$ cat config.mk
export PLATFORM = sky130hd
export DESIGN_NAME = touch_gesture_classifier_unit
export DESIGN_NICKNAME = d
export VERILOG_FILES = /design/src/rtl/tgc_pkg.sv /design/src/rtl/tgc_cfg.sv /design/src/rtl/tgc_classify.sv /design/src/rtl/touch_gesture_classifier_unit.sv
export SDC_FILE = /design/constraint.sdc
export NUM_CORES = 1
export LEC_CHECK = 0
export BUFFER_PORTS_ARGS = -buffer_cell sky130_fd_sc_hd__buf_4
export CAP_MARGIN = 20
export CORE_MARGIN = 2
export CORE_UTILIZATION = 60
export CTS_CLUSTER_DIAMETER = 150
export CTS_CLUSTER_SIZE = 30
export DETAILED_ROUTE_END_ITERATION = 10
export PLACE_DENSITY = 0.81
export SLEW_MARGIN = 20
export SYNTH_ARGS = -nofsm -noshare
export SYNTH_HDL_FRONTEND = slang
export SYNTH_SLANG_ARGS = --single-unit
$ cat constraint.sdc
create_clock -name clk -period 5.4 [get_ports clk]
set_input_delay 0.54 -clock clk [delete_from_list [all_inputs] [get_ports clk]]
set_output_delay 0.54 -clock clk [all_outputs]
set_load 0.005 [all_outputs]
$ cat src/rtl/tgc_pkg.sv
package tgc_pkg;

	localparam int CoordW   = 12;
	localparam int ThreshW  = 12;
	localparam int TimeW    = 48;
	localparam int CfgIdxW  = 2;
	localparam int CfgDataW = 48;
	localparam int InDataW  = 96;
	localparam int OutDataW = 8;

	localparam logic [ThreshW-1:0] TapThreshRst   = 12'd15;
	localparam logic [ThreshW-1:0] SwipeThreshRst = 12'd30;
	localparam logic [TimeW-1:0]   KeepaliveRst   = 48'd3000000;

	// coordinate high byte: only the low nibble carries position bits
	localparam logic [7:0] CoordHiMask = 8'h0F;

	typedef enum logic [CfgIdxW-1:0] {
		CFG_TAP       = 2'd0,
		CFG_SWIPE     = 2'd1,
		CFG_KEEPALIVE = 2'd2
	} cfg_idx_t;

	// controller gesture byte
	typedef enum logic [7:0] {
		HW_UP    = 8'd1,
		HW_DOWN  = 8'd2,
		HW_LEFT  = 8'd3,
		HW_RIGHT = 8'd4,
		HW_TAP   = 8'd5
	} hw_code_t;

	typedef enum logic [2:0] {
		GEST_NONE  = 3'd0,
		GEST_TAP   = 3'd1,
		GEST_UP    = 3'd2,
		GEST_DOWN  = 3'd3,
		GEST_LEFT  = 3'd4,
		GEST_RIGHT = 3'd5
	} gesture_t;

	typedef struct packed {
		logic [ThreshW-1:0] tap_threshold;
		logic [ThreshW-1:0] swipe_threshold;
		logic [TimeW-1:0]   keepalive_interval_us;
	} cfg_t;

endpackage

$ cat src/rtl/tgc_cfg.sv
module tgc_cfg (
	input  logic                         clk,
	input  logic                         arst_n,
	input  logic                         cfg_we,
	input  logic [tgc_pkg::CfgIdxW-1:0]  cfg_index,
	input  logic [tgc_pkg::CfgDataW-1:0] cfg_data,
	output tgc_pkg::cfg_t                cfg
);
	import tgc_pkg::*;

	cfg_t cfg_q;

	// unlisted indexes fall through and are dropped
	always_ff @(posedge clk or negedge arst_n) begin
		if (!arst_n) begin
			cfg_q.tap_threshold         <= TapThreshRst;
			cfg_q.swipe_threshold       <= SwipeThreshRst;
			cfg_q.keepalive_interval_us <= KeepaliveRst;
		end else if (cfg_we) begin
			case (cfg_index)
				CFG_TAP:       cfg_q.tap_threshold         <= cfg_data[ThreshW-1:0];
				CFG_SWIPE:     cfg_q.swipe_threshold       <= cfg_data[ThreshW-1:0];
				CFG_KEEPALIVE: cfg_q.keepalive_interval_us <= cfg_data[TimeW-1:0];
				default: ;
			endcase
		end
	end

	assign cfg = cfg_q;

endmodule

$ cat src/rtl/tgc_classify.sv
module tgc_classify (
	input  logic [tgc_pkg::CoordW-1:0]  start_x,
	input  logic [tgc_pkg::CoordW-1:0]  start_y,
	input  logic [tgc_pkg::CoordW-1:0]  latest_x,
	input  logic [tgc_pkg::CoordW-1:0]  latest_y,
	input  logic [tgc_pkg::ThreshW-1:0] tap_threshold,
	input  logic [tgc_pkg::ThreshW-1:0] swipe_threshold,
	output tgc_pkg::gesture_t           gesture
);
	import tgc_pkg::*;

	logic              x_pos, y_pos;
	logic [CoordW-1:0] adx, ady;

	assign x_pos = latest_x > start_x;
	assign y_pos = latest_y > start_y;
	assign adx   = x_pos ? latest_x - start_x : start_x - latest_x;
	assign ady   = y_pos ? latest_y - start_y : start_y - latest_y;

	// tap wins; ties between axes fall to none
	always_comb begin
		if (adx < tap_threshold && ady < tap_threshold)
			gesture = GEST_TAP;
		else if (adx > ady && adx >= swipe_threshold)
			gesture = x_pos ? GEST_RIGHT : GEST_LEFT;
		else if (ady > adx && ady >= swipe_threshold)
			gesture = y_pos ? GEST_DOWN : GEST_UP;
		else
			gesture = GEST_NONE;
	end

endmodule

$ cat src/rtl/touch_gesture_classifier_unit.sv
// Touch gesture classifier. Each request on the slave stream is one poll of
// the touch controller and yields exactly one result on the master stream.
// A poll lands in an input register, is evaluated against the tracking state
// combinationally, and its result goes to an output register, so a new poll
// can be taken every cycle while the master side keeps tready high.
// The only stall source is the master side holding tready low.
// The block keeps the touch start and latest position while fingers are
// down; a NACK or an acknowledged poll with no usable finger (zero count or
// x = y = 0) ends the touch and classifies it as tap, swipe or none.
// Controller gesture codes 1..5 pass through and leave tracking untouched.
// Keepalive is flagged on acknowledged polls when (time - last touch time)
// mod 2^48 exceeds the interval. Config writes are meant for idle periods.
module touch_gesture_classifier_unit (
	input  logic                         clk,
	input  logic                         arst_n,
	// config write port
	input  logic                         cfg_we,
	input  logic [tgc_pkg::CfgIdxW-1:0]  cfg_index,
	input  logic [tgc_pkg::CfgDataW-1:0] cfg_data,
	// poll requests
	input  logic                         s_axis_tvalid,
	output logic                         s_axis_tready,
	// [7:0] hw_gesture, [15:8] finger_count, [23:16] x_high_byte,
	// [31:24] x_low_byte, [39:32] y_high_byte, [47:40] y_low_byte,
	// [95:48] time_us
	input  logic [tgc_pkg::InDataW-1:0]  s_axis_tdata,
	// [0] bus_ack
	input  logic                         s_axis_tuser,
	// results
	output logic                         m_axis_tvalid,
	input  logic                         m_axis_tready,
	// [2:0] gesture, [3] keepalive_request, [7:4] zero
	output logic [tgc_pkg::OutDataW-1:0] m_axis_tdata
);
	import tgc_pkg::*;

	cfg_t cfg;

	tgc_cfg u_cfg (
		.clk       (clk),
		.arst_n    (arst_n),
		.cfg_we    (cfg_we),
		.cfg_index (cfg_index),
		.cfg_data  (cfg_data),
		.cfg       (cfg)
	);

	// ---------------- input stage ----------------
	logic              valid_s1;
	logic              ack_s1;
	logic [7:0]        hw_s1;
	logic [7:0]        fingers_s1;
	logic [CoordW-1:0] x_s1, y_s1;
	logic [TimeW-1:0]  time_s1;

	logic out_valid_q;
	logic advance, take_in;

	// s1 moves on when the result register is empty or being drained
	assign advance       = valid_s1 && (!out_valid_q || m_axis_tready);
	assign s_axis_tready = !valid_s1 || advance;
	assign take_in       = s_axis_tvalid && s_axis_tready;

	always_ff @(posedge clk or negedge arst_n) begin
		if (!arst_n)
			valid_s1 <= 1'b0;
		else if (take_in)
			valid_s1 <= 1'b1;
		else if (advance)
			valid_s1 <= 1'b0;
	end

	always_ff @(posedge clk) begin
		if (take_in) begin
			ack_s1     <= s_axis_tuser;
			hw_s1      <= s_axis_tdata[7:0];
			fingers_s1 <= s_axis_tdata[15:8];
			x_s1       <= {s_axis_tdata[19:16] & CoordHiMask[3:0], s_axis_tdata[31:24]};
			y_s1       <= {s_axis_tdata[35:32] & CoordHiMask[3:0], s_axis_tdata[47:40]};
			time_s1    <= s_axis_tdata[95:48];
		end
	end

	// ---------------- tracking state ----------------
	logic              touch_active_q;
	logic [CoordW-1:0] start_x_q, start_y_q, latest_x_q, latest_y_q;
	logic [TimeW-1:0]  last_touch_q;

	// ---------------- evaluation ----------------
	logic             hw_hit, coord_ok, track, finish, keep;
	logic [TimeW-1:0] idle_us;
	gesture_t         hw_gest, move_gest, gest;

	tgc_classify u_classify (
		.start_x         (start_x_q),
		.start_y         (start_y_q),
		.latest_x        (latest_x_q),
		.latest_y        (latest_y_q),
		.tap_threshold   (cfg.tap_threshold),
		.swipe_threshold (cfg.swipe_threshold),
		.gesture         (move_gest)
	);

	always_comb begin
		hw_hit = 1'b1;
		case (hw_s1)
			HW_UP:    hw_gest = GEST_UP;
			HW_DOWN:  hw_gest = GEST_DOWN;
			HW_LEFT:  hw_gest = GEST_LEFT;
			HW_RIGHT: hw_gest = GEST_RIGHT;
			HW_TAP:   hw_gest = GEST_TAP;
			default: begin
				hw_gest = GEST_NONE;
				hw_hit  = 1'b0;
			end
		endcase
	end

	// finger reported at a nonzero position
	assign coord_ok = (fingers_s1 != 8'd0) && (x_s1 != '0 || y_s1 != '0);
	assign track    = ack_s1 && !hw_hit && coord_ok;
	assign finish   = touch_active_q && (!ack_s1 || (!hw_hit && !coord_ok));

	// wraps mod 2^48 by width
	assign idle_us = time_s1 - last_touch_q;
	assign keep    = ack_s1 && (idle_us > cfg.keepalive_interval_us);

	always_comb begin
		if (ack_s1 && hw_hit)
			gest = hw_gest;
		else if (finish)
			gest = move_gest;
		else
			gest = GEST_NONE;
	end

	always_ff @(posedge clk or negedge arst_n) begin
		if (!arst_n) begin
			touch_active_q <= 1'b0;
			start_x_q      <= '0;
			start_y_q      <= '0;
			latest_x_q     <= '0;
			latest_y_q     <= '0;
			last_touch_q   <= '0;
		end else if (advance) begin
			if (track) begin
				last_touch_q   <= time_s1;
				touch_active_q <= 1'b1;
				latest_x_q     <= x_s1;
				latest_y_q     <= y_s1;
				if (!touch_active_q) begin
					start_x_q <= x_s1;
					start_y_q <= y_s1;
				end
			end else if (finish) begin
				touch_active_q <= 1'b0;
			end
		end
	end

	// ---------------- result register ----------------
	gesture_t gest_q;
	logic     keep_q;

	always_ff @(posedge clk or negedge arst_n) begin
		if (!arst_n)
			out_valid_q <= 1'b0;
		else if (advance)
			out_valid_q <= 1'b1;
		else if (m_axis_tready)
			out_valid_q <= 1'b0;
	end

	always_ff @(posedge clk) begin
		if (advance) begin
			gest_q <= gest;
			keep_q <= keep;
		end
	end

	assign m_axis_tvalid = out_valid_q;
	assign m_axis_tdata  = {4'b0000, keep_q, gest_q};

	// ---------------- checks ----------------
	// a NACK never asks for keepalive
	a_nack_no_keep: assert property (@(posedge clk) disable iff (!arst_n)
		advance && !ack_s1 |=> !m_axis_tdata[3])
		else $error("keepalive requested on NACK poll");

	// a touch only ends together with a fresh result
	a_end_has_result: assert property (@(posedge clk) disable iff (!arst_n)
		$fell(touch_active_q) |-> m_axis_tvalid)
		else $error("touch ended without a result");

	// controller gestures leave the tracking state alone
	a_hw_keeps_state: assert property (@(posedge clk) disable iff (!arst_n)
		advance && ack_s1 && hw_hit |=> $stable(touch_active_q) && $stable(start_x_q)
			&& $stable(start_y_q) && $stable(last_touch_q))
		else $error("tracking changed on controller gesture");

endmodule

Word level (Yosys, flattened, before mapping)
Cells that the tools add are included.

cells by class
  bitwise gates (word level) = 1
  order comparisons = 9
  $add $sub $neg = 5
  equality and inequality tests = 7
  muxes and demuxes = 17
  reduce and logical (&&, ||, !) cells = 35

operators with widths
  kind                count
  $gt 12x12->1        4
  $gt 48x48->1        1
  $sub 12x12->12      4
  $sub 48x48->48      1
  $ge 12x12->1        2
  $lt 12x12->1        2
  $mux 12             2
  $reduce_bool 12->1  2
  $eq 8x2->1 const B  2
  $eq 8x3->1 const B  2
  $mux 3              5
  $pmux 3 s5          1
  $logic_and 1x1->1   12
  $reduce_and 2->1    5
  $mux 1              9
  $eq 8x1->1 const B  1
  $reduce_bool 8->1   1
  $reduce_bool 2->1   3
  $logic_not 1->1     5
  $reduce_or 5->1     1
  $logic_or 1x1->1    4
  $reduce_and 3->1    1
  $eq 2x1->1 const B  1
  $eq 2x2->1 const B  1
  2 further kinds     2

storage, ports and cells
  output and inout bits = 10
  word-level logic and storage cells = 93
  register bits = 264

Depth between registers and ports, before layout
Gate-level depths: netlist (run 1).

  word-level depth = 9
  depth in mapped cells = 23

Modules after synthesis
A second synthesis (run 1) with hierarchy kept.

second synthesis, totals
  cells, all modules = 1596
  area, all modules = 17142.7 µm²

by module, submodules not included
  module                         cells each  area an instance (µm²)  sequential area each (µm²)  instances
  touch_gesture_classifier_unit  958         10774.1                 5270.1                      1
  tgc_classify                   484         3637.2                  0.0                         1
  tgc_cfg                        154         2731.4                  1824.2                      1

Least setup slack after synthesis (run 1)
OpenSTA, ideal clock, no wires.

  path kind = flip-flop to flip-flop
  start = register latest_y_q[0]
  end = register gest_q[0], data pin
  setup time = 0.269 ns
  slack = 0.703 ns
  arrival time = 4.428 ns
  cell stages (with the launch flop) = 24
  clock period less this slack = 4.697 ns
  cells stage by stage = dfrtp_1 -> inv_1 -> ha_1 -> inv_1 -> fa_1 -> a21o_1 -> a21o_1 -> a2111oi_2 -> o31a_2 -> nor2_2 -> buf_2 -> mux2i_1 -> o21ai_1 -> a31oi_1 -> xor2_1 -> ha_1 -> a21o_1 -> a21o_1 -> a21oi_1 -> nor2_1 -> a2111oi_0 -> nor4_1 -> a221oi_1 -> o21ai_0

on the way
  word-level cells in the longest chain between the ends = 9
  elaborated cells between the ends (all ways) = 17
  classes of those cells = add/sub (2); order compare (5); mux (7); reduce/logical (3)

RTL lines
  what                                            line                                    RTL
  from (decl)                                     touch_gesture_classifier_unit.sv:86     logic [CoordW-1:0] start_x_q, start_y_q, latest_x_q, latest_y_q;
  from (signal assigned)                          touch_gesture_classifier_unit.sv:150    latest_y_q <= y_s1;
  $sub 12x12->12 or $gt 12x12->1 (tied branches)  tgc_classify.sv:18, tgc_classify.sv:16
  $mux 12                                         tgc_classify.sv:18                      assign ady = y_pos ? latest_y - start_y : start_y - latest_y;
  $gt 12x12->1 or $ge 12x12->1 (tied branches)    tgc_classify.sv:26                      else if (ady > adx && ady >= swipe_threshold)
  $logic_and 1x1->1                               tgc_classify.sv:26
  $mux 3                                          tgc_classify.sv:26
  $mux 3                                          tgc_classify.sv:24                      else if (adx > ady && adx >= swipe_threshold)
  $mux 3 *                                        tgc_classify.sv:22                      if (adx < tap_threshold && ady < tap_threshold)
  $mux 3 *                                        touch_gesture_classifier_unit.sv:131    else if (finish)
  $mux 3 *                                        touch_gesture_classifier_unit.sv:129    if (ack_s1 && hw_hit)
  net gest[0]                                     touch_gesture_classifier_unit.sv:92     gesture_t hw_gest, move_gest, gest;
  to (signal assigned)                            touch_gesture_classifier_unit.sv:176    gest_q <= gest;
  to (decl)                                       touch_gesture_classifier_unit.sv:162    gesture_t gest_q;

The timed path passes the listed nets; every way through them passes the cells marked *.
A chain may end at the register's enable or synchronous reset.

Final worst setup path (run 1)
  start = register time_s1[8]
  end = register keep_q, data pin

on the way
  word-level cells in the longest chain between the ends = 3

RTL lines
  what                    line                                  RTL
  from (decl)             touch_gesture_classifier_unit.sv:54   logic [TimeW-1:0] time_s1;
  from (signal assigned)  touch_gesture_classifier_unit.sv:80   time_s1 <= s_axis_tdata[95:48];
  $sub 48x48->48          touch_gesture_classifier_unit.sv:125  assign idle_us = time_s1 - last_touch_q;
  $gt 48x48->1            touch_gesture_classifier_unit.sv:126  assign keep = ack_s1 && (idle_us > cfg.keepalive_interval_us);
  $logic_and 1x1->1       touch_gesture_classifier_unit.sv:126
  net keep                touch_gesture_classifier_unit.sv:90   logic hw_hit, coord_ok, track, finish, keep;
  to (signal assigned)    touch_gesture_classifier_unit.sv:177  keep_q <= keep;
  to (decl)               touch_gesture_classifier_unit.sv:163  logic keep_q;

The timed path passes the listed nets, and every way through them passes these cells.

==> results.toml, run 1 <==
[status]
status = "completed"

[global_route]
grt_pass1_vias = 12324
grt_max_degree = 99
antenna_found_initial = 2
grt_pass1_wl_um = 60000
gr-usage-all-layers = 0.257
grt_remaining_overflow = 0

[synthesis]
synthXorXnorAreaFrac = 0.0386
ys.flop_type = "dfrtp_1"
ys_types = 75
ys_ff_latch = 264
synth_compound_area_frac = 0.139
seq_area_frac_synth = 0.429
synthMuxAreaShare = 0.103
synthAdderAreaFrac = 0.157
post_synth.cell_area_avg_sq_um = 10.6
synth-edff-count = 93
synth-simple-area-share = 0.0777
postSynthCellCount = 1560
netlist_area_sq_um = 16500
yosys_warnings = 0
synth_top_family_by_area = "adder cells"
synthArstFlopShare = 0.648

[clock_network]
clock_latency_ns = 0.50
htree_num_levels = 1
postCtsSetupRepairBufs = 0
cts.sinks = 264
cts_buffer_depth = 3
clk_pin_slew_ns = 0.11
numCtsBuffers = 12
cts-root-buf = "clkbuf_16"
cts_tree = "built"

[cells_and_area]
multiInputGateArea_sq_um = 8590
layout_common_cells = "inv_1, ha_1, buf_4"
area_growth_pct = 11.5
fin_cells = 2046
n_fill_cell = 2044
final_util = 0.683
design_area_sq_um = 18500
regArea_sq_um = 7090
drive_gt1_frac = 0.191
nets = 2054

[route]
vias = 11823
drc = 0
wl_um = 36100
drtPass1Iterations = 8
detail_route.wl_per_cell_um = 17.7
ant_nets = 0
vias_per_cell = 5.78
drt_iter0_markers = 645

[sta]
max_freq_mhz = 198
finalSetupViolations = 0
worst_pin_slew_ns = 0.923
tns_ns = 0
clock_skew_ns = 0.0226
fin_hold_ws_ns = 0.147
rsz0062_at_grt = "false"
fin_crit_ns = 5.05
relSlewSlack = 0.385
hold_violations = 0
slew_viol_final = 0
min_period_over_period = 0.935
fin_ws_ns = 0.349

[place]
post-dp-hpwl_um = 28300
portBuffers = 149
dpl_cell_area_sq_um = 18000
place_ws_ns = 0.0928
gp_congestion = 0.880
place_inst = 2024

[critical_path]
critPathMostFrequentCell = "o21ai_1"
crit_chain = "ha_1 -> a21oi_1 -> o21ai_0 -> a221oi_1 -> o21ai_2 -> o21ai_1 -> o21ai_1 -> a41oi_1 -> o21ai_1 -> xor2_1 -> ha_1 -> nor2b_1 -> o21ai_0 -> nand2b_1 -> a221o_1 -> a21o_1 -> a211oi_1 -> a21oi_1"
crit_family = "compound AO/OA/AOI/OAI gates"
start_kind = "register"
max_stage_delay_ns = 0.49
endpoint_kind = "register"
worstPathArrival_ns = 5.31
rrSetupSlack_ns = 0.35
worstPathRequired_ns = 5.66
critPathBufInv = 0
crit_type = "reg2reg"
cp_max_fo = 4
slowest_stage = "a41oi_1"

[power]
p_switching_mw = 4.54
switching_share = 0.431
seq_power_share = 0.258
power_frac_clock = 0.100
max-vdd-ir-drop_mv = 0.342
combinationalPowerShare = 0.641
finalPower_mw = 10.5
power_leakage_nw = 8.67
power_density_nw_per_um2 = 572
p_int_mw = 6.01

[die]
core-area_sq_um = 27000
initial_core_util = 0.612
rows = 60
die_area_sq_um = 28900
die_x_um = 170
io_pins = 162
die_h_um = 170

[run]
maxCapViolCount = 0

[hold_path]
hold_path.class = "in2async"
power by group through the flow:
stage	registers, mW	clock network [mW]	logic (mW)
after floorplan	2.69	0	4.88
after detailed placement	2.76	0	6.44
after global routing	2.77	1.16	7.66
final	2.72	1.06	6.77
after global placement	2.73	0	6.18
after CTS	2.72	1.10	6.53
registers in the layout (all words and copies together), names as in the netlist:
signal and flops:
start_y_q 12, gest_q 3, fingers_s1 8, u_cfg.cfg 72, touch_active_q 1, last_touch_q 48, valid_s1 1, keep_q 1
ack_s1 1, latest_x_q 12, x_s1 12, time_s1 48, m_axis_tvalid 1, y_s1 12, latest_y_q 12, hw_s1 8
start_x_q 12
final cells by class:
class                           instances  share of cell area
Antenna cell                            1            0.000136
Inverter                              199              0.0405
Clock inverter                          2            0.000542
Clock buffer                           18              0.0186
Sequential cell                       264               0.384
Timing Repair Buffer                  164              0.0671
Multi-Input combinational cell       1057               0.466
Tap cell                              341              0.0231
logic make-up after synthesis:
family	Yosys count
AO/OA/AOI/OAI	366
flip-flops	264
adder cells (fa/ha/maj)	204
other	1
AND/OR/NAND/NOR	258
buffers and inverters	242
XOR/XNOR	73
multiplexers	152
synth_stat cells, types with 8 or more instances:
| cell | instances | share of area |
|---|---|---|
| o21ai_0 | 80 | 0.024 |
| nand4_1 | 29 | 0.011 |
| a31oi_1 | 12 | 0.0045 |
| mux2i_1 | 13 | 0.0079 |
| a21o_1 | 58 | 0.026 |
| buf_2 | 9 | 0.0027 |
| a211oi_1 | 9 | 0.0041 |
| ha_1 | 199 | 0.15 |
| nand2b_1 | 15 | 0.0057 |
| o21a_1 | 8 | 0.0036 |
| nor2_1 | 41 | 0.0093 |
| mux2_2 | 105 | 0.071 |
| mux2_1 | 33 | 0.022 |
| edfxtp_1 | 93 | 0.17 |
| xor2_1 | 22 | 0.012 |
| nor2b_1 | 16 | 0.0060 |
| xnor2_1 | 51 | 0.027 |
| nor4_1 | 10 | 0.0038 |
| clkbuf_1 | 22 | 0.0050 |
| nand3_1 | 13 | 0.0039 |
| dfstp_2 | 18 | 0.029 |
| nor3_1 | 10 | 0.0030 |
| o21ai_1 | 16 | 0.0048 |
| o21bai_1 | 19 | 0.0086 |
| nand2_1 | 91 | 0.021 |
| dfrtp_1 | 153 | 0.23 |
| inv_1 | 199 | 0.045 |
| a21oi_1 | 112 | 0.034 |
layer usage:
layer	vias to the layer above	routed length [um]	track usage	part of all wire
met3	67	1460	0.0402	0.040
met2	240	17700	0.446	0.49
met1	5727	15800	0.332	0.44
met5	-	16	0	0.00044
met4	2	1120	0.0795	0.031
li1	5787	-	-	-
worst paths after layout:
| path | endpoint | startpoint | depth (start not counted) |
|---|---|---|---|
| max in group asynchronous | u_cfg.cfg[16]$_DFFE_PN1P_ | arst_n | 2 |
| min in group clk | time_s1[41]$_DFFE_PP_ | s_axis_tdata[89] | 1 |
| hold / removal | latest_x_q[2]$_DFFE_PN0P_ | arst_n | 1 |
| setup reg to reg | keep_q$_DFFE_PP_ | time_s1[8]$_DFFE_PP_ | 18 |
| hold reg to reg | last_touch_q[36]$_DFFE_PN0P_ | last_touch_q[36]$_DFFE_PN0P_ | 1 |
| setup / recovery | keep_q$_DFFE_PP_ | time_s1[8]$_DFFE_PP_ | 18 |
repair_timing:
| action | in CTS | in global routing |
|---|---|---|
| resized for setup | 0 | 10 |
| setup endpoints to repair | 0 | 3 |
| hold buffers | 0 | 0 |
Note: power is estimated with default switching activity, not from simulation.
==> run 2, diff against run 1 <==
--- a/config.mk
+++ b/config.mk
@@ -5,15 +5,17 @@
 export SDC_FILE = /design/constraint.sdc
 export NUM_CORES = 1
 export LEC_CHECK = 0
+export ABC_AREA = 1
 export BUFFER_PORTS_ARGS = -buffer_cell sky130_fd_sc_hd__buf_4
 export CAP_MARGIN = 20
 export CORE_MARGIN = 2
-export CORE_UTILIZATION = 60
+export CORE_UTILIZATION = 62
 export CTS_CLUSTER_DIAMETER = 150
 export CTS_CLUSTER_SIZE = 30
 export DETAILED_ROUTE_END_ITERATION = 10
-export PLACE_DENSITY = 0.81
+export PLACE_DENSITY = 0.82
 export SLEW_MARGIN = 20
 export SYNTH_ARGS = -nofsm -noshare
 export SYNTH_HDL_FRONTEND = slang
+export SYNTH_HIERARCHICAL = 1
 export SYNTH_SLANG_ARGS = --single-unit
==> run 2 against run 1 <==
  * The run now ends with negative hold slack left
  * Critical path type unchanged
  * Global-route usage grew 6.5 points
  * Setup slack gained 0.77 ns
  * Highest routed layer is now met4
  * Largest cell class unchanged
  * Non-clock buffer count shrank 8
  * Count of clock-buffer cells in the layout grew 1
==> results.toml, run 2 <==
[die]
rows = 65
die_x_um = 183
io_pins = 162
initial_core_util = 0.630
core-area_sq_um = 31600
die_area_sq_um = 33500
die_h_um = 183

[power]
max-vdd-ir-drop_mv = 0.421
power_density_nw_per_um2 = 618
power_leakage_nw = 12.1

[clock_network]
cts_tree = "built"
cts_buffer_depth = 3
numCtsBuffers = 13
postCtsSetupRepairBufs = 0
cts_resized = 0
clk_pin_slew_ns = 0.11
cts.sinks = 264
htree_num_levels = 1
postCtsHoldBufs = 0
clock_latency_ns = 0.52
cts-root-buf = "clkbuf_16"

[cells_and_area]
multiInputGateArea_sq_um = 10300
drive_gt1_frac = 0.0782
layout_commonest_cell = "nand2_1"
largest_reg_flops = 72
final_util = 0.682
fin_cells = 3345
n_fill_cell = 2746
layout_common_cells = "nand2_1, inv_1, ha_1"
design_area_sq_um = 21500
n_antenna_cell = 0
nets = 3292
area_growth_pct = 8.27
regArea_sq_um = 7090

[critical_path]
worstPathRequired_ns = 5.76
crit_type = "reg2reg"
worstPathArrival_ns = 4.64
start_kind = "register"
cp_max_fo = 12
endpoint_kind = "register"

[global_route]
antenna_found_initial = 0
gr-usage-all-layers = 0.322
grt_pass1_wl_um = 85900
grt_max_degree = 99
grt_remaining_overflow = 0
grt_pass1_vias = 17358

[sta]
hold_violations = 4
min_period_over_period = 0.793
worst_pin_slew_ns = 1.03
clock_skew_ns = 0.0374
max_freq_mhz = 234
rsz0062_at_grt = "false"
fin_crit_ns = 4.28
relSlewSlack = 0.311
tns_ns = 0
fin_hold_ws_ns = -0.0129
fin_ws_ns = 1.12
slew_viol_final = 0
finalSetupViolations = 0

[synthesis]
synth-edff-count = 93
synth_top_area_frac = 0.197
synthArstFlopShare = 0.648
post_synth.cell_area_avg_sq_um = 7.01
seq_area_frac_synth = 0.357
netlist_area_sq_um = 19900
synth_area_leader_cell = "nand2_1"
synth_top_cells_by_count = "nand2_1, inv_1, ha_1, nor2_1, nand3_1"
synthTopCellsByArea = "nand2_1, dfrtp_1, edfxtp_1"
postSynthCellCount = 2835
synth.most_common_cell = "nand2_1"
ys_types = 38
ys_ff_latch = 264
yosys_warnings = 6
ys.flop_type = "dfrtp_1"

[hold_path]
hold_path.class = "in2async"

[status]
violations = "negative hold slack"
status = "finished, violations left"

[route]
vias_per_cell = 5.38
detail_route.wl_per_cell_um = 15.9
drc = 0
wl_um = 53400
vias = 18009
ant_nets = 0
drtPass1Iterations = 5
drt_iter0_markers = 1268

[run]
maxCapViolCount = 0

[place]
place_ws_ns = 1.21
place_inst = 3322
post-dp-hpwl_um = 42400
portBuffers = 149
gp_congestion = 0.980
dpl_cell_area_sq_um = 21100
[run 2: cell types whose count changed in the layout (fill, tap and decap cells not counted), moves of 16 or more]
cell,before,now
mux2_2,105,0
nand2_1,91,1042
nor2_1,40,169
a21o_1,58,4
inv_1,199,536
nor2b_1,16,0
o21ai_0,80,46
mux2_1,33,0
xor2_1,22,45
xnor2_1,49,5
nand3_1,13,162
nand4_1,29,98
[run 2: final timing paths]
check / startpoint / to / slack (ns) / depth (start not counted)
hold / removal: arst_n / last_touch_q[5]$_DFFE_PN0P_ / -0.01 / 1
hold reg to reg: u_cfg/cfg[52]$_DFFE_PN1P_ / u_cfg/cfg[52]$_DFFE_PN1P_ / 0.47 / 2
min in group clk: s_axis_tdata[43] / y_s1[3]$_DFFE_PP_ / 0.18 / 1
setup / recovery: latest_y_q[0]$_DFFE_PN0P_ / gest_q[1]$_DFFE_PP_ / 1.12 / 24
max in group asynchronous: arst_n / latest_x_q[7]$_DFFE_PN0P_ / 4.15 / 2
setup reg to reg: latest_y_q[0]$_DFFE_PN0P_ / gest_q[1]$_DFFE_PP_ / 1.12 / 24
[run 2: layer usage]
layer  vias to the layer above  track usage  wire [um]
li1                       8986            -          -
met1                      8360        0.396      21900
met3                       132       0.0258       2540
met2                       531        0.588      26500
met5                         -            0          0
met4                         0        0.127       2430
[run 2: where the power goes]
group          internal, mW  switching [mW]  total [mW]
registers              2.53           0.276        2.81
clock network         0.477           0.693        1.17
logic                  3.23            6.10        9.33
[run 2: cells by family (layout without fill, tap and decap cells)]
kind of cell / after synthesis / after routing / synth area share
compound gates: 187 / 187 / 0.0502
xor+xnor: 50 / 50 / 0.0220
fa+ha+maj: 204 / 204 / 0.130
buf+inv: 621 / 726 / 0.127
flops: 264 / 264 / 0.357
other cells: 1 / 4 / 0.000189
simple gates: 1508 / 1508 / 0.313
[run 2: critical path, stage by stage, from the launching register on]
cell and delay, ns:
dfrtp_1 0.41, inv_1 0.06, ha_1 0.15, inv_1 0.08, fa_1 0.46, nand3_1 0.12, nand3_1 0.20, nand3_1 0.13
nand3_1 0.09, nand2_2 0.21, inv_2 0.16, nand2_1 0.10, nand2_1 0.06, inv_1 0.17, ha_1 0.19, nand2_1 0.07
nor2_1 0.19, nand2_1 0.10, inv_1 0.09, nand2_1 0.05, nand3_1 0.07, nand2_1 0.10, nor3_1 0.51, inv_1 0.13
o21ai_0 0.19
[run 2: layout make-up]
| class | count | area share |
|---|---|---|
| Inverter | 548 | 0.0957 |
| Clock buffer | 19 | 0.0162 |
| Timing Repair Buffer | 156 | 0.0552 |
| Clock inverter | 3 | 0.00256 |
| Multi-Input combinational cell | 1953 | 0.477 |
| Tap cell | 402 | 0.0234 |
| Sequential cell | 264 | 0.330 |
[run 2: per-stage QoR]
| stage | total power, mW | hold WS, ns |
|---|---|---|
| CTS | 13.2 | 0.00114 |
| floorplan | 9.56 | 0.244 |
| global route | 14.7 | 0.0338 |
| detailed placement | 12.0 | 0.456 |
| finish | 13.3 | -0.0129 |
| global placement | 11.7 | 0.451 |
==> run 3, diff against run 2 <==
--- a/config.mk
+++ b/config.mk
@@ -5,15 +5,15 @@
 export SDC_FILE = /design/constraint.sdc
 export NUM_CORES = 1
 export LEC_CHECK = 0
-export ABC_AREA = 1
+export ABC_AREA = 0
 export BUFFER_PORTS_ARGS = -buffer_cell sky130_fd_sc_hd__buf_4
 export CAP_MARGIN = 20
 export CORE_MARGIN = 2
-export CORE_UTILIZATION = 62
+export CORE_UTILIZATION = 55
 export CTS_CLUSTER_DIAMETER = 150
 export CTS_CLUSTER_SIZE = 30
 export DETAILED_ROUTE_END_ITERATION = 10
-export PLACE_DENSITY = 0.82
+export PLACE_DENSITY = 0.78
 export SLEW_MARGIN = 20
 export SYNTH_ARGS = -nofsm -noshare
 export SYNTH_HDL_FRONTEND = slang
==> constraint.sdc (replaced) <==
create_clock -name clk -period 3.6 [get_ports clk]
set_input_delay 0.36 -clock clk [delete_from_list [all_inputs] [get_ports clk]]
set_output_delay 0.36 -clock clk [all_outputs]
set_load 0.005 [all_outputs]
==> run 3 against run 2 <==
  * Via count decreased by 26%
  * Critical path depth decreased by 3
  * Die area decreased by 2.7%
  * Total power increased by 51%
  * Setup slack got worse by 1.8 ns
  * Sequential power increased by 45%
  * Final cell count decreased by 29%
  * The run ends with negative setup slack left
  * Non-clock buffer count increased by 244
  * Sequential share of layout area increased by 0.31 points
  * Sequential cell count unchanged
==> results.toml, run 3 <==
[route]
detail_route.wl_per_cell_um = 17.6
vias_per_cell = 5.60
drt_iter0_markers = 666
vias = 13261
ant_nets = 0
drc = 0
wl_um = 41600
drtPass1Iterations = 5

[place]
place_ws_ns = -0.596
portBuffers = 149
post-dp-hpwl_um = 33200
place_inst = 2336
gp_congestion = 0.930
dpl_cell_area_sq_um = 20400

[sta]
clock_skew_ns = 0.0195
hold_violations = 0
fin_crit_ns = 4.26
relSlewSlack = 0.401
min_period_over_period = 1.18
slew_viol_final = 0
max_freq_mhz = 235
worst_pin_slew_ns = 0.898
rsz0062_at_grt = "true"
fin_ws_ns = -0.660
finalSetupViolations = 4

[synthesis]
synthArstFlopShare = 0.648
synthTopCellsByArea = "dfrtp_1, edfxtp_1, ha_1"
synth_top_cells_by_count = "ha_1, inv_1, dfrtp_1, mux2_2, a21oi_1"
ys_types = 78
synthMuxAreaShare = 0.124
ys_ff_latch = 264
post_synth.cell_area_avg_sq_um = 10.7
postSynthCellCount = 1596
synthAdderAreaFrac = 0.151
synth_top_area_frac = 0.223
seq_area_frac_synth = 0.414
synth.most_common_cell = "ha_1"
netlist_area_sq_um = 17100
synth_top_family_by_area = "adder cells"
yosys_warnings = 6
synth_area_leader_cell = "dfrtp_1"
ys.flop_type = "dfrtp_1"
synthXorXnorAreaFrac = 0.0388
synth-edff-count = 93
synth-simple-area-share = 0.0793
synth_compound_area_frac = 0.133

[global_route]
grt_pass1_wl_um = 68000
grt_max_degree = 90
gr-usage-all-layers = 0.253
antenna_found_initial = 1
grt_pass1_vias = 13730
grt_remaining_overflow = 0

[clock_network]
clock_latency_ns = 0.50
cts_tree = "built"
cts.sinks = 264
htree_num_levels = 1
numCtsBuffers = 12
clk_pin_slew_ns = 0.12
cts-root-buf = "clkbuf_16"
cts_buffer_depth = 3

[critical_path]
start_kind = "register"
cp_max_fo = 5
crit_type = "reg2reg"
worstPathRequired_ns = 3.86
endpoint_kind = "register"
worstPathArrival_ns = 4.52

[die]
die_x_um = 181
rows = 64
die_area_sq_um = 32600
die_h_um = 181
initial_core_util = 0.559
io_pins = 162
core-area_sq_um = 30700

[power]
power_density_nw_per_um2 = 945
power_leakage_nw = 10.1
max-vdd-ir-drop_mv = 0.693

[cells_and_area]
layout_common_cells = "buf_4, inv_1, ha_1"
design_area_sq_um = 21300
multiInputGateArea_sq_um = 9520
largest_reg_flops = 72
nets = 2323
regArea_sq_um = 7090
fin_cells = 2370
n_fill_cell = 2299
drive_gt1_frac = 0.339
layout_commonest_cell = "buf_4"
area_growth_pct = 24.3

[run]
maxCapViolCount = 0

[status]
status = "finished, violations left"
violations = "negative setup slack"

[hold_path]
hold_path.class = "in2reg"
run 3: cell count changes in the layout (fill, tap and decap cells not counted), moves of 50 or more:
cell | previous run | this run
nand2_1 | 1042 | 79
buf_4 | 154 | 386
nand3_1 | 162 | 16
inv_1 | 536 | 192
nor2_1 | 169 | 55
mux2_2 | 0 | 147
a21o_1 | 4 | 54
nand4_1 | 98 | 31
run 3: path summary, 6_finish.rpt:
path	from	to	slack, ns	cells after the start
max reg2reg	latest_x_q[0]$_DFFE_PN0P_	gest_q[0]$_DFFE_PP_	-0.66	21
min reg2reg	u_cfg/cfg[36]$_DFFE_PN0P_	u_cfg/cfg[36]$_DFFE_PN0P_	0.51	1
min	s_axis_tdata[6]	hw_s1[6]$_DFFE_PP_	0.03	1
max in group asynchronous	arst_n	latest_x_q[7]$_DFFE_PN0P_	2.20	3
max	latest_x_q[0]$_DFFE_PN0P_	gest_q[0]$_DFFE_PP_	-0.66	21
min in group asynchronous	arst_n	start_y_q[9]$_DFFE_PN0P_	0.47	2
run 3: power by group:
group	internal (mW)	leakage (nW)	switching, mW	total [mW]
sequential	3.74	2.89	0.338	4.08
combinational	7.40	7.04	7.04	14.4
clock	0.683	0.171	0.932	1.62
total	11.8	10.1	8.31	20.1
run 3: routing by layer:
metal / wire length (um) / up-vias / global-route usage
li1: - / 6411 / -
met4: 957 / 0 / 0.0645
met2: 20100 / 287 / 0.429
met3: 1780 / 61 / 0.0307
met1: 18800 / 6502 / 0.347
met5: 0 / - / 0
run 3: repair_timing:
action,in CTS,in global routing
buffers inserted,2,9
hold buffers,1,1
gates cloned,0,1
endpoints found under the hold margin,39,1
pin swaps,3,30
setup endpoints to repair,4,4
resized for setup,5,75
run 3: cells by family after synthesis:
group,count (synthesis)
AOI/OAI and AO/OA,351
and+or+nand+nor,269
DFF,264
buffers and inverters,243
adders and majority gates,204
muxes,188
xor gates and xnor gates,76
other,1
run 3: final cells by class:
class / count / area share
antenna: 1 / 0.000117
clock inverter: 1 / 0.000411
timing repair buffer: 400 / 0.146
inverter: 197 / 0.0348
multi-input combinational: 1092 / 0.447
clock buffer: 19 / 0.0163
sequential: 264 / 0.333
tap: 396 / 0.0232
run 3: critical path, cell delays in order (launching register included):
cell	delay, ns
dfrtp_1	0.39
inv_1	0.06
ha_2	0.18
inv_2	0.04
fa_2	0.37
a211oi_4	0.25
nor3_4	0.07
o31ai_2	0.25
a21oi_2	0.13
clkbuf_16	0.19
mux2i_4	0.19
buf_6	0.13
xnor2_1	0.17
ha_1	0.30
nand4_1	0.13
nor2_1	0.07
a21boi_1	0.13
a2111o_1	0.44
o211ai_1	0.23
o221ai_2	0.17
nand2_1	0.07
o21ai_1	0.06
run 3: stage by stage:
| step | hold slack (ns) | util | setup TNS, ns | power (mW) |
|---|---|---|---|---|
| final | 0.0272 | 0.695 | -2.37 | 20.1 |
| after global routing | 0.00238 | 0.695 | -3.04 | 21.8 |
| after CTS | 0.00950 | 0.679 | -2.10 | 18.7 |
| after detailed placement | 0.484 | 0.665 | -2.21 | 16.9 |
| after global placement | 0.466 | 0.665 | -1.93 | 16.5 |
| after floorplan | 0.0644 | - | -0.743 | 11.9 |
